File: src/hw/rtl/evpd_pkg.sv
// constants and types shared by the speed regulator files
`timescale 1ns / 1ps
package evpd_pkg;

  localparam int ACTION_W    = 2;
  localparam int SPEED_W     = 24;
  localparam int GAIN_W      = 16;
  localparam int LEVEL_W     = 8;
  localparam int CFG_INDEX_W = 3;
  localparam int CFG_DATA_W  = 16;

  localparam int WINDOW_MS   = 50;
  localparam int FRAC_BITS   = 8;
  localparam int GAIN_SHIFT  = 8;
  localparam int SPEED_SCALE = 6280;
  localparam int OUT_LIMIT   = 255 * (1 << FRAC_BITS);

  // integral scale 20 * 256 = 5 << 10, derivative scale 50000 * 256 = 3125 << 12
  localparam int RECIP_W      = 30;
  localparam int ISCALE_SHIFT = 10;
  localparam int IRECIP_SHIFT = 32;
  localparam logic [RECIP_W-1:0] IRECIP = 30'd858993460;
  localparam int DSCALE_SHIFT = 12;
  localparam int DRECIP_SHIFT = 41;
  localparam logic [RECIP_W-1:0] DRECIP = 30'd703687442;

  localparam int DIV_NUM_W   = 53;
  localparam int DIV_DEN_W   = 48;

  localparam logic [ACTION_W-1:0] ACT_EDGE    = 2'd0;
  localparam logic [ACTION_W-1:0] ACT_TICK    = 2'd1;
  localparam logic [ACTION_W-1:0] ACT_CONTROL = 2'd2;

  localparam logic [CFG_INDEX_W-1:0] CFG_TICKS_PER_REV = 3'd0;
  localparam logic [CFG_INDEX_W-1:0] CFG_REVERSED      = 3'd1;
  localparam logic [CFG_INDEX_W-1:0] CFG_GAIN_P        = 3'd2;
  localparam logic [CFG_INDEX_W-1:0] CFG_GAIN_I        = 3'd3;
  localparam logic [CFG_INDEX_W-1:0] CFG_GAIN_D        = 3'd4;

  typedef logic [ACTION_W-1:0]       action_t;
  typedef logic signed [SPEED_W-1:0] speed_t;
  typedef logic [LEVEL_W-1:0]        level_t;

endpackage

File: src/hw/rtl/evpd_if.sv
// item channels and configuration channel of the speed regulator
`timescale 1ns / 1ps
interface evpd_in_if;
  import evpd_pkg::*;
  logic    valid;
  logic    ready;
  action_t action;
  logic    chan_a;
  logic    chan_b;
  speed_t  target_speed;
  modport source (output valid, action, chan_a, chan_b, target_speed, input ready);
  modport sink (input valid, action, chan_a, chan_b, target_speed, output ready);
endinterface

interface evpd_out_if;
  import evpd_pkg::*;
  logic   valid;
  logic   ready;
  level_t drive_level;
  logic   drive_dir;
  speed_t measured_speed;
  modport source (output valid, drive_level, drive_dir, measured_speed, input ready);
  modport sink (input valid, drive_level, drive_dir, measured_speed, output ready);
endinterface

interface evpd_cfg_if;
  import evpd_pkg::*;
  logic                   valid;
  logic                   ready;
  logic [CFG_INDEX_W-1:0] index;
  logic [CFG_DATA_W-1:0]  data;
  modport source (output valid, index, data, input ready);
  modport sink (input valid, index, data, output ready);
endinterface

File: src/hw/rtl/encoder_velocity_pid_drive_core.sv
// Motor speed regulator with quadrature count, speed estimate and PID drive output.
// Encoder-edge and tick items are taken one per cycle while the input is ready and give no result.
// A control update keeps the input not ready until it finishes, and longer when the speed is
// re-estimated (50 ms or more since the last estimate): the estimate runs one
// restoring divider at one quotient bit per cycle, 53 bits in all; the PID step uses
// one shared 33x17 multiplier and a 30x30 reciprocal multiplier for the integral and
// derivative scaling. A finished result waits in an output register, and the update
// holds in its final state while that register is full and not being taken.
`timescale 1ns / 1ps
module encoder_velocity_pid_drive_core (
  input logic       clk,
  input logic       rst,
  evpd_in_if.sink   in_ch,
  evpd_out_if.source out_ch,
  evpd_cfg_if.sink  cfg
);
  import evpd_pkg::*;

  localparam logic [3:0] ST_IDLE  = 4'd0;
  localparam logic [3:0] ST_EMUL  = 4'd1;
  localparam logic [3:0] ST_EDEN  = 4'd2;
  localparam logic [3:0] ST_EDIV  = 4'd3;
  localparam logic [3:0] ST_EWAIT = 4'd4;
  localparam logic [3:0] ST_ERR   = 4'd5;
  localparam logic [3:0] ST_PMUL  = 4'd6;
  localparam logic [3:0] ST_IMUL  = 4'd7;
  localparam logic [3:0] ST_IDIV  = 4'd8;
  localparam logic [3:0] ST_IWAIT = 4'd9;
  localparam logic [3:0] ST_DMUL  = 4'd10;
  localparam logic [3:0] ST_DDIV  = 4'd11;
  localparam logic [3:0] ST_DWAIT = 4'd12;
  localparam logic [3:0] ST_FIN   = 4'd13;

  logic [3:0] state;
  logic [3:0] state_next;

  logic [GAIN_W-1:0] ticks_per_rev;
  logic              reversed;
  logic [GAIN_W-1:0] gain_p;
  logic [GAIN_W-1:0] gain_i;
  logic [GAIN_W-1:0] gain_d;

  logic [31:0]        position_count;
  logic [31:0]        last_position;
  logic [31:0]        elapsed_ms;
  speed_t             speed_estimate;
  logic signed [23:0] integral_sum;
  logic signed [24:0] last_error;
  logic signed [24:0] error;
  speed_t             target;
  logic signed [33:0] p_term;
  logic signed [19:0] d_term;
  logic               num_neg;
  logic [DIV_NUM_W-1:0] num_mag;
  logic signed [49:0] prod;

  logic               in_acc;
  logic [31:0]        delta;
  logic [GAIN_W-1:0]  tpr_eff;
  logic signed [25:0] err_diff;
  logic signed [32:0] mul_a;
  logic signed [16:0] mul_b;
  logic               prod_neg;
  logic [49:0]        prod_mag;
  logic [32:0]        p_mag;

  logic                   div_start;
  logic                   div_done;
  logic [DIV_NUM_W-1:0]   div_num;
  logic [DIV_DEN_W-1:0]   div_den;
  logic [DIV_NUM_W-1:0]   quo;

  logic [RECIP_W-1:0]     rcp_a;
  logic [RECIP_W-1:0]     rcp_b;
  logic [2*RECIP_W-1:0]   rcp_prod;
  logic [27:0]            iquo;
  logic [18:0]            dquo;

  speed_t             speed_q;
  logic signed [29:0] int_inc;
  logic signed [30:0] int_new;
  logic signed [23:0] int_clamped;
  logic signed [19:0] d_q;
  logic signed [35:0] sum;
  logic signed [35:0] sum_cl;
  logic               sum_nonneg;
  logic [35:0]        sum_abs;

  assign in_ch.ready = (state == ST_IDLE);
  assign in_acc      = in_ch.valid && in_ch.ready;
  assign cfg.ready   = 1'b1;

  assign delta    = position_count - last_position;
  assign tpr_eff  = (ticks_per_rev == '0) ? GAIN_W'(1) : ticks_per_rev;
  assign err_diff = {error[24], error} - {last_error[24], last_error};

  always_comb begin
    mul_a = {delta[31], delta};
    mul_b = 17'(SPEED_SCALE);
    case (state)
      ST_EMUL: begin
        mul_a = {delta[31], delta};
        mul_b = 17'(SPEED_SCALE);
      end
      ST_EDEN: begin
        mul_a = {1'b0, elapsed_ms};
        mul_b = {1'b0, tpr_eff};
      end
      ST_PMUL: begin
        mul_a = {{8{error[24]}}, error};
        mul_b = {1'b0, gain_p};
      end
      ST_IMUL: begin
        mul_a = {{8{error[24]}}, error};
        mul_b = {1'b0, gain_i};
      end
      ST_DMUL: begin
        mul_a = {{7{err_diff[25]}}, err_diff};
        mul_b = {1'b0, gain_d};
      end
      default: begin
        mul_a = {delta[31], delta};
        mul_b = 17'(SPEED_SCALE);
      end
    endcase
  end

  assign prod_neg = prod[49];
  assign prod_mag = prod_neg ? 50'(-prod) : 50'(prod);
  assign p_mag    = prod_mag[GAIN_SHIFT+32:GAIN_SHIFT];

  assign div_start = (state == ST_EDIV);
  assign div_num   = num_mag;
  assign div_den   = prod[DIV_DEN_W-1:0];

  evpd_div u_div (
    .clk   (clk),
    .rst   (rst),
    .start (div_start),
    .num   (div_num),
    .den   (div_den),
    .done  (div_done),
    .quo   (quo)
  );

  // constant scaling by a shift and a reciprocal multiply
  assign rcp_a = (state == ST_DDIV) ? {1'b0, prod_mag[DSCALE_SHIFT+28:DSCALE_SHIFT]}
                                    : prod_mag[ISCALE_SHIFT+29:ISCALE_SHIFT];
  assign rcp_b = (state == ST_DDIV) ? DRECIP : IRECIP;
  assign iquo  = rcp_prod[IRECIP_SHIFT+27:IRECIP_SHIFT];
  assign dquo  = rcp_prod[DRECIP_SHIFT+18:DRECIP_SHIFT];

  // signed quotients with saturation and clamping
  always_comb begin
    if (!num_neg) begin
      speed_q = (quo > DIV_NUM_W'(8388607)) ? speed_t'(24'h7FFFFF) : speed_t'(quo[23:0]);
    end else begin
      speed_q = (quo > DIV_NUM_W'(8388608)) ? speed_t'(24'h800000) : speed_t'(-quo[23:0]);
    end
    int_inc = num_neg ? -$signed({2'b0, iquo}) : $signed({2'b0, iquo});
    int_new = {{7{integral_sum[23]}}, integral_sum} + {int_inc[29], int_inc};
    if (int_new > 31'(OUT_LIMIT)) begin
      int_clamped = 24'(OUT_LIMIT);
    end else if (int_new < -31'(OUT_LIMIT)) begin
      int_clamped = -24'(OUT_LIMIT);
    end else begin
      int_clamped = int_new[23:0];
    end
    d_q = num_neg ? -$signed({1'b0, dquo}) : $signed({1'b0, dquo});
    sum = {{2{p_term[33]}}, p_term} + {{12{integral_sum[23]}}, integral_sum}
        + {{16{d_term[19]}}, d_term};
    if (sum > 36'(OUT_LIMIT)) begin
      sum_cl = 36'(OUT_LIMIT);
    end else if (sum < -36'(OUT_LIMIT)) begin
      sum_cl = -36'(OUT_LIMIT);
    end else begin
      sum_cl = sum;
    end
    sum_nonneg = !sum_cl[35];
    sum_abs    = sum_nonneg ? sum_cl : -sum_cl;
  end

  always_comb begin
    state_next = state;
    case (state)
      ST_IDLE: begin
        if (in_acc && in_ch.action == ACT_CONTROL) begin
          state_next = (elapsed_ms >= 32'(WINDOW_MS)) ? ST_EMUL : ST_ERR;
        end
      end
      ST_EMUL:  state_next = ST_EDEN;
      ST_EDEN:  state_next = ST_EDIV;
      ST_EDIV:  state_next = ST_EWAIT;
      ST_EWAIT: state_next = div_done ? ST_ERR : ST_EWAIT;
      ST_ERR:   state_next = ST_PMUL;
      ST_PMUL:  state_next = ST_IMUL;
      ST_IMUL:  state_next = ST_IDIV;
      ST_IDIV:  state_next = ST_IWAIT;
      ST_IWAIT: state_next = ST_DMUL;
      ST_DMUL:  state_next = ST_DDIV;
      ST_DDIV:  state_next = ST_DWAIT;
      ST_DWAIT: state_next = ST_FIN;
      ST_FIN:   state_next = (!out_ch.valid || out_ch.ready) ? ST_IDLE : ST_FIN;
      default:  state_next = ST_IDLE;
    endcase
  end

  always_ff @(posedge clk) begin
    if (rst) begin
      state          <= ST_IDLE;
      ticks_per_rev  <= GAIN_W'(1);
      reversed       <= 1'b0;
      gain_p         <= '0;
      gain_i         <= '0;
      gain_d         <= '0;
      position_count <= '0;
      last_position  <= '0;
      elapsed_ms     <= '0;
      speed_estimate <= '0;
      integral_sum   <= '0;
      last_error     <= '0;
      out_ch.valid   <= 1'b0;
    end else begin
      state <= state_next;
      if (cfg.valid) begin
        case (cfg.index)
          CFG_TICKS_PER_REV: ticks_per_rev <= cfg.data;
          CFG_REVERSED:      reversed      <= cfg.data[0];
          CFG_GAIN_P:        gain_p        <= cfg.data;
          CFG_GAIN_I:        gain_i        <= cfg.data;
          CFG_GAIN_D:        gain_d        <= cfg.data;
          default:           reversed      <= reversed;
        endcase
      end
      if (in_acc && in_ch.action == ACT_EDGE) begin
        if ((in_ch.chan_a == in_ch.chan_b) != reversed) begin
          position_count <= position_count + 32'd1;
        end else begin
          position_count <= position_count - 32'd1;
        end
      end
      if (in_acc && in_ch.action == ACT_TICK && elapsed_ms != 32'hFFFF_FFFF) begin
        elapsed_ms <= elapsed_ms + 32'd1;
      end
      if (state == ST_EWAIT && div_done) begin
        speed_estimate <= speed_q;
        elapsed_ms     <= '0;
        last_position  <= position_count;
      end
      if (state == ST_IWAIT) begin
        integral_sum <= int_clamped;
      end
      if (state == ST_FIN && (!out_ch.valid || out_ch.ready)) begin
        out_ch.valid <= 1'b1;
        last_error   <= error;
      end else if (out_ch.valid && out_ch.ready) begin
        out_ch.valid <= 1'b0;
      end
    end
  end

  always_ff @(posedge clk) begin
    prod <= mul_a * mul_b;
    if (in_acc) begin
      target <= in_ch.target_speed;
    end
    if (state == ST_EDEN) begin
      num_neg <= prod_neg;
      num_mag <= DIV_NUM_W'(prod_mag) << FRAC_BITS;
    end
    if (state == ST_IDIV || state == ST_DDIV) begin
      num_neg  <= prod_neg;
      rcp_prod <= rcp_a * rcp_b;
    end
    if (state == ST_ERR) begin
      error <= {target[23], target} - {speed_estimate[23], speed_estimate};
    end
    if (state == ST_IMUL) begin
      p_term <= prod_neg ? -$signed({1'b0, p_mag}) : $signed({1'b0, p_mag});
    end
    if (state == ST_DWAIT) begin
      d_term <= d_q;
    end
    if (state == ST_FIN && (!out_ch.valid || out_ch.ready)) begin
      out_ch.drive_level    <= sum_abs[FRAC_BITS+LEVEL_W-1:FRAC_BITS];
      out_ch.drive_dir      <= sum_nonneg != reversed;
      out_ch.measured_speed <= speed_estimate;
    end
  end

endmodule

File: src/hw/rtl/evpd_div.sv
// restoring divider for the speed estimate, one quotient bit per cycle
`timescale 1ns / 1ps
module evpd_div #(
  parameter int NW = evpd_pkg::DIV_NUM_W,
  parameter int DW = evpd_pkg::DIV_DEN_W
) (
  input  logic          clk,
  input  logic          rst,
  input  logic          start,
  input  logic [NW-1:0] num,
  input  logic [DW-1:0] den,
  output logic          done,
  output logic [NW-1:0] quo
);
  import evpd_pkg::*;

  localparam int CW = $clog2(NW + 1);

  logic          busy;
  logic [CW-1:0] cnt;
  logic [DW:0]   rem;
  logic [DW-1:0] den_r;
  logic [DW:0]   shifted;
  logic          take;

  assign shifted = {rem[DW-1:0], quo[NW-1]};
  assign take    = shifted >= {1'b0, den_r};

  always_ff @(posedge clk) begin
    if (rst) begin
      busy <= 1'b0;
      done <= 1'b0;
      cnt  <= '0;
    end else begin
      done <= 1'b0;
      if (start) begin
        busy <= 1'b1;
        cnt  <= CW'(NW);
      end else if (busy) begin
        cnt <= cnt - 1'b1;
        if (cnt == CW'(1)) begin
          busy <= 1'b0;
          done <= 1'b1;
        end
      end
    end
  end

  always_ff @(posedge clk) begin
    if (start) begin
      rem   <= '0;
      quo   <= num;
      den_r <= den;
    end else if (busy) begin
      rem <= take ? (shifted - {1'b0, den_r}) : shifted;
      quo <= {quo[NW-2:0], take};
    end
  end

endmodule

File: src/flat_wrapper.sv
// flat-port wrapper written by rule: the top's interface ports become plain ports
module encoder_velocity_pid_drive_core_flat import evpd_pkg::*;
  (clk, rst, in_ch_valid, in_ch_action, in_ch_chan_a, in_ch_chan_b, in_ch_target_speed, in_ch_ready, out_ch_valid, out_ch_drive_level, out_ch_drive_dir, out_ch_measured_speed, out_ch_ready, cfg_valid, cfg_index, cfg_data, cfg_ready);
  evpd_in_if in_ch_i ();
  evpd_out_if out_ch_i ();
  evpd_cfg_if cfg_i ();
  input logic clk;
  input logic rst;
  input wire logic [$bits(in_ch_i.valid)-1:0] in_ch_valid;
  input wire logic [$bits(in_ch_i.action)-1:0] in_ch_action;
  input wire logic [$bits(in_ch_i.chan_a)-1:0] in_ch_chan_a;
  input wire logic [$bits(in_ch_i.chan_b)-1:0] in_ch_chan_b;
  input wire logic [$bits(in_ch_i.target_speed)-1:0] in_ch_target_speed;
  output wire logic [$bits(in_ch_i.ready)-1:0] in_ch_ready;
  output wire logic [$bits(out_ch_i.valid)-1:0] out_ch_valid;
  output wire logic [$bits(out_ch_i.drive_level)-1:0] out_ch_drive_level;
  output wire logic [$bits(out_ch_i.drive_dir)-1:0] out_ch_drive_dir;
  output wire logic [$bits(out_ch_i.measured_speed)-1:0] out_ch_measured_speed;
  input wire logic [$bits(out_ch_i.ready)-1:0] out_ch_ready;
  input wire logic [$bits(cfg_i.valid)-1:0] cfg_valid;
  input wire logic [$bits(cfg_i.index)-1:0] cfg_index;
  input wire logic [$bits(cfg_i.data)-1:0] cfg_data;
  output wire logic [$bits(cfg_i.ready)-1:0] cfg_ready;
  assign in_ch_i.valid = in_ch_valid;
  assign in_ch_i.action = in_ch_action;
  assign in_ch_i.chan_a = in_ch_chan_a;
  assign in_ch_i.chan_b = in_ch_chan_b;
  assign in_ch_i.target_speed = in_ch_target_speed;
  assign in_ch_ready = in_ch_i.ready;
  assign out_ch_valid = out_ch_i.valid;
  assign out_ch_drive_level = out_ch_i.drive_level;
  assign out_ch_drive_dir = out_ch_i.drive_dir;
  assign out_ch_measured_speed = out_ch_i.measured_speed;
  assign out_ch_i.ready = out_ch_ready;
  assign cfg_i.valid = cfg_valid;
  assign cfg_i.index = cfg_index;
  assign cfg_i.data = cfg_data;
  assign cfg_ready = cfg_i.ready;
  encoder_velocity_pid_drive_core u_core (.clk(clk), .rst(rst), .in_ch(in_ch_i), .out_ch(out_ch_i), .cfg(cfg_i));
endmodule
File: config.mk
export PLATFORM = sky130hd
export DESIGN_NAME = encoder_velocity_pid_drive_core_flat
export DESIGN_NICKNAME = d
export VERILOG_FILES = /design/src/hw/rtl/evpd_pkg.sv /design/src/hw/rtl/evpd_if.sv /design/src/hw/rtl/encoder_velocity_pid_drive_core.sv /design/src/hw/rtl/evpd_div.sv /design/src/flat_wrapper.sv
export SDC_FILE = /design/constraint.sdc
export NUM_CORES = 2
export LEC_CHECK = 0
export ABC_AREA = 1
export BUFFER_PORTS_ARGS = -buffer_cell sky130_fd_sc_hd__buf_2
export CAP_MARGIN = 40
export CORE_MARGIN = 4
export CORE_UTILIZATION = 32
export DETAILED_ROUTE_END_ITERATION = 8
export PLACE_DENSITY = 0.56
export RECOVER_POWER = 100
export SYNTH_ARGS = -nofsm -noshare
export SYNTH_HDL_FRONTEND = slang
export SYNTH_SLANG_ARGS = --single-unit
export TNS_END_PERCENT = 100
File: constraint.sdc
create_clock -name clk -period 12.3 [get_ports clk]
set_clock_uncertainty 0.1 [all_clocks]
set_input_delay 1.23 -clock clk [delete_from_list [all_inputs] [get_ports clk]]
set_output_delay 1.23 -clock clk [all_outputs]
set_load 0.05 [all_outputs]
==> key figures <==
Logic synthesis
  – Async SR Flop Fraction: 0%
  – Sequential fraction of the synthesis area: 19.90%
  – Synth Instances: between 10,000 and 15,000
  – Synth top area cells: fa_1 25%, edfxtp_1 11%, ha_1 11%, inv_1 11%, dfxtp_1 8.4%
  – Ys Warns: 0
  – Synthesized flop and latch total: 655
  – Post-Syn Area: ~82,000 um^2
  – Count leader, synth: inv_1
  – Yosys cell types: 77
  – Post-synth top area share: 25.09%
  – Leading area contributor after synthesis: fa_1
  – Syn Area/Cell: between 7 and 8 um^2
  – Post-synth EDFFs: 311
  – Synth Flop Type: dfxtp_1
  – Top post-synthesis cells by count: 2,345 x inv_1, 1,707 x nand2_1, 1,022 x fa_1

Drt
  – Final wirelength: 260.7 mm
  – Initial detailed-routing violation count: roughly 5,500
  – WL/cell: 18.90 um
  – Via Count: 67,257
  – 1st-pass router iterations: 6
  – Antenna Violating Nets Remaining: 0
  – DRC: 0
  – DR vias/cell: 4.878

Setup path
  – CP arrival: 10.82 ns
  – CP Data Required Time: 12.62 ns
  – Worst-path maximum fanout: 36
  – WS Path Type: reg -> reg
  – Cell at the slowest stage of the critical path: dfxtp_1
  – Worst Setup Start Kind: flop
  – Crit path largest cell delay: 1.17 ns
  – Most frequent CP cell: inv_1
  – Crit path capture type: flop

Clock tree
  – Clock root buffer: clkbuf_16
  – CTS tree: built
  – Reg clk slew, reported paths: 0.06 ns
  – Post-CTS Setup Inserts: 0
  – Htree depth: 3
  – Post-CTS sizing: 0
  – Post-CTS Hold Fix Bufs: 0
  – Worst-Skew Late Latency: 0.68 ns
  – Num CTS Buffers: 75
  – Clock buffer depth: 3
  – TritonCTS Sinks: 655

Placement
  – Cell area after placement: just under 90,000 um^2
  – Number of port buffers: 86
  – Final HPWL from detailed placement: about 220 mm
  – Routability congestion estimate: 0.9579

Final layout
  – Design area: 88,740 um^2
  – Filler cells: 26,826
  – Layout cells sized above 1: 3.599%
  – Syn-to-layout area delta: 8.832%
  – Nets: 12,155
  – Final Core Density: 34.95%

Floorplan
  – Die Area: around 260,000 um^2
  – Num ports: 88
  – Row Count: approximately 190
  – Chip height: 512.8 um
  – Die Wd: 512.8 um
  – Core box area: 253,900 um^2
  – Initial core utilization: between 30% and 40%

Min path
  – Worst hold path class: reg -> reg

Outcome
  – Failing checks: max-capacitance violations, max-slew violations
  – Outcome: finished with violations

Global routing
  – M3 GR Usage: under 10%
  – Vias in the first global route: 67,659
  – Met2 usage: 31.34%
  – Initial antenna violation count: 3
  – Pin count of the biggest net entering global routing: 74
  – Global-route wire length before repair: 407.0 mm
  – Met1 Track Usage GR: 28.49%
  – Total GRT Usage: 19.76%
  – Overflow after GRT: 0
  – GR peak layer: met2

STA
  – Final Setup Violations: 0
  – Max-slew violations: between 800 and 900
  – TNS Setup: 0 ns
  – RSZ-0062 raised after global routing: false
  – Final Hold Viols: 0
  – Final min period: 10.50 ns
  – Slew headroom: -142.4%
  – Worst-Margin Slew: 3.636 ns
  – Peak Freq: 0.09523 GHz
  – Tcrit/Tclk final: 85.37%

Job
  – Number of max-cap violations: 20
==> metal layers <==
layer / share of wire, % / up-vias
met5: 0 / -
met4: 2.2 / 0
met3: 7.1 / 240
met2: 44 / 1981
met1: 46 / 32664
li1: - / 32372
==> layout make-up <==
type	instances	area [um^2]	area share (%)
multi-input cells	7065	55690	62.76
flip-flops and latches	655	16230	18.28
well taps	3366	4212	4.746
inverters	2373	8907	10.04
clock inverters	42	455.4	0.5132
clock buffers	97	2113	2.381
diodes	2	5.005	0.005640
repair buffers	189	1131	1.275
==> placed cells by master, fill, tap and decap left out, drive strengths merged, types with 27 or more instances in the layout <==
cell    synthesis  routed
o22ai          40      40
nand2        1730    1730
clkbuf        151     179
dfxtp         344     344
nor3          110     110
o21a           38      38
nor2         1026    1026
a221oi         30      30
inv          2362    2368
nand4          91      91
o211ai         56      56
clkinv         11      35
o21bai         27      27
xor2          242     242
a21oi         608     608
fa           1022    1022
edfxtp        311     311
nand3         315     315
xnor2         122     122
buf            42     106
o21ai         522     522
or2            32      32
nor4           65      65
a31oi          70      70
ha            722     722
conb            2      37
==> path summary, 6_finish.rpt <==
path / start / end / slack, ns / cells after the start
setup / recovery: u_core.prod[49]$_DFF_P_ / u_core.rcp_prod[59]$_DFFE_PP_ / 1.80 / 36
hold / removal: u_core.prod[45]$_DFF_P_ / u_core.u_div.den_r[45]$_DFFE_PP_ / 0.30 / 0
hold reg to reg: u_core.prod[45]$_DFF_P_ / u_core.u_div.den_r[45]$_DFFE_PP_ / 0.30 / 0
setup reg to reg: u_core.prod[49]$_DFF_P_ / u_core.rcp_prod[59]$_DFFE_PP_ / 1.80 / 36
==> sequential cells by signal (all words and copies together) (netlist names), 6 cells and up <==
register / cells
u_core.gain_p: 16
u_core.p_term: 34
u_core.u_div.den_r: 48
u_core.gain_i: 16
u_core.prod: 49
u_core.elapsed_ms: 32
u_core.error: 25
u_core.position_count: 32
u_core.u_div.cnt: 6
u_core.d_term: 20
u_core.last_error: 25
u_core.gain_d: 16
u_core.speed_estimate: 24
u_core.ticks_per_rev: 16
u_core.u_div.rem: 48
u_core.out_ch.measured_speed: 24
u_core.rcp_prod: 28
u_core.target: 24
u_core.integral_sum: 24
u_core.div_num: 45
u_core.out_ch.drive_level: 8
u_core.last_position: 32
u_core.u_div.quo: 53
==> cell families after synthesis <==
kind of cell | synth area share [%]
flip-flops | 19.90
buffers and inverters | 11.91
XOR/XNOR | 3.956
adder cells (fa/ha/maj) | 36.17
other | 0.009210
AO/OA/AOI/OAI | 10.61
AND/OR/NAND/NOR | 17.45
==> worst max-delay path, delay by kind of cell, from the launching register on <==
kind            cells  cell delay [ns]
buf+inv            13             2.18
xor+xnor            2             0.24
simple gates        3             0.77
compound gates      9             1.60
flops               1             1.17
fa+ha+maj           9             4.14
==> metrics by stage <==
stage | worst slack (ns) | cells | hold slack (ns)
3_3_place_gp | 2.209 | 13627 | 0.2878
2_1_floorplan | 3.705 | 10286 | 0.2855
6_report | 1.799 | 13789 | 0.3028
5_1_grt | 1.040 | 13788 | 0.3261
4_1_cts | 2.479 | 13787 | 0.3029
3_5_place_dp | 2.508 | 13648 | 0.2887
Power is not shown: default switching activity piles up to over one toggle a cycle in this logic, so the estimate is an artifact.
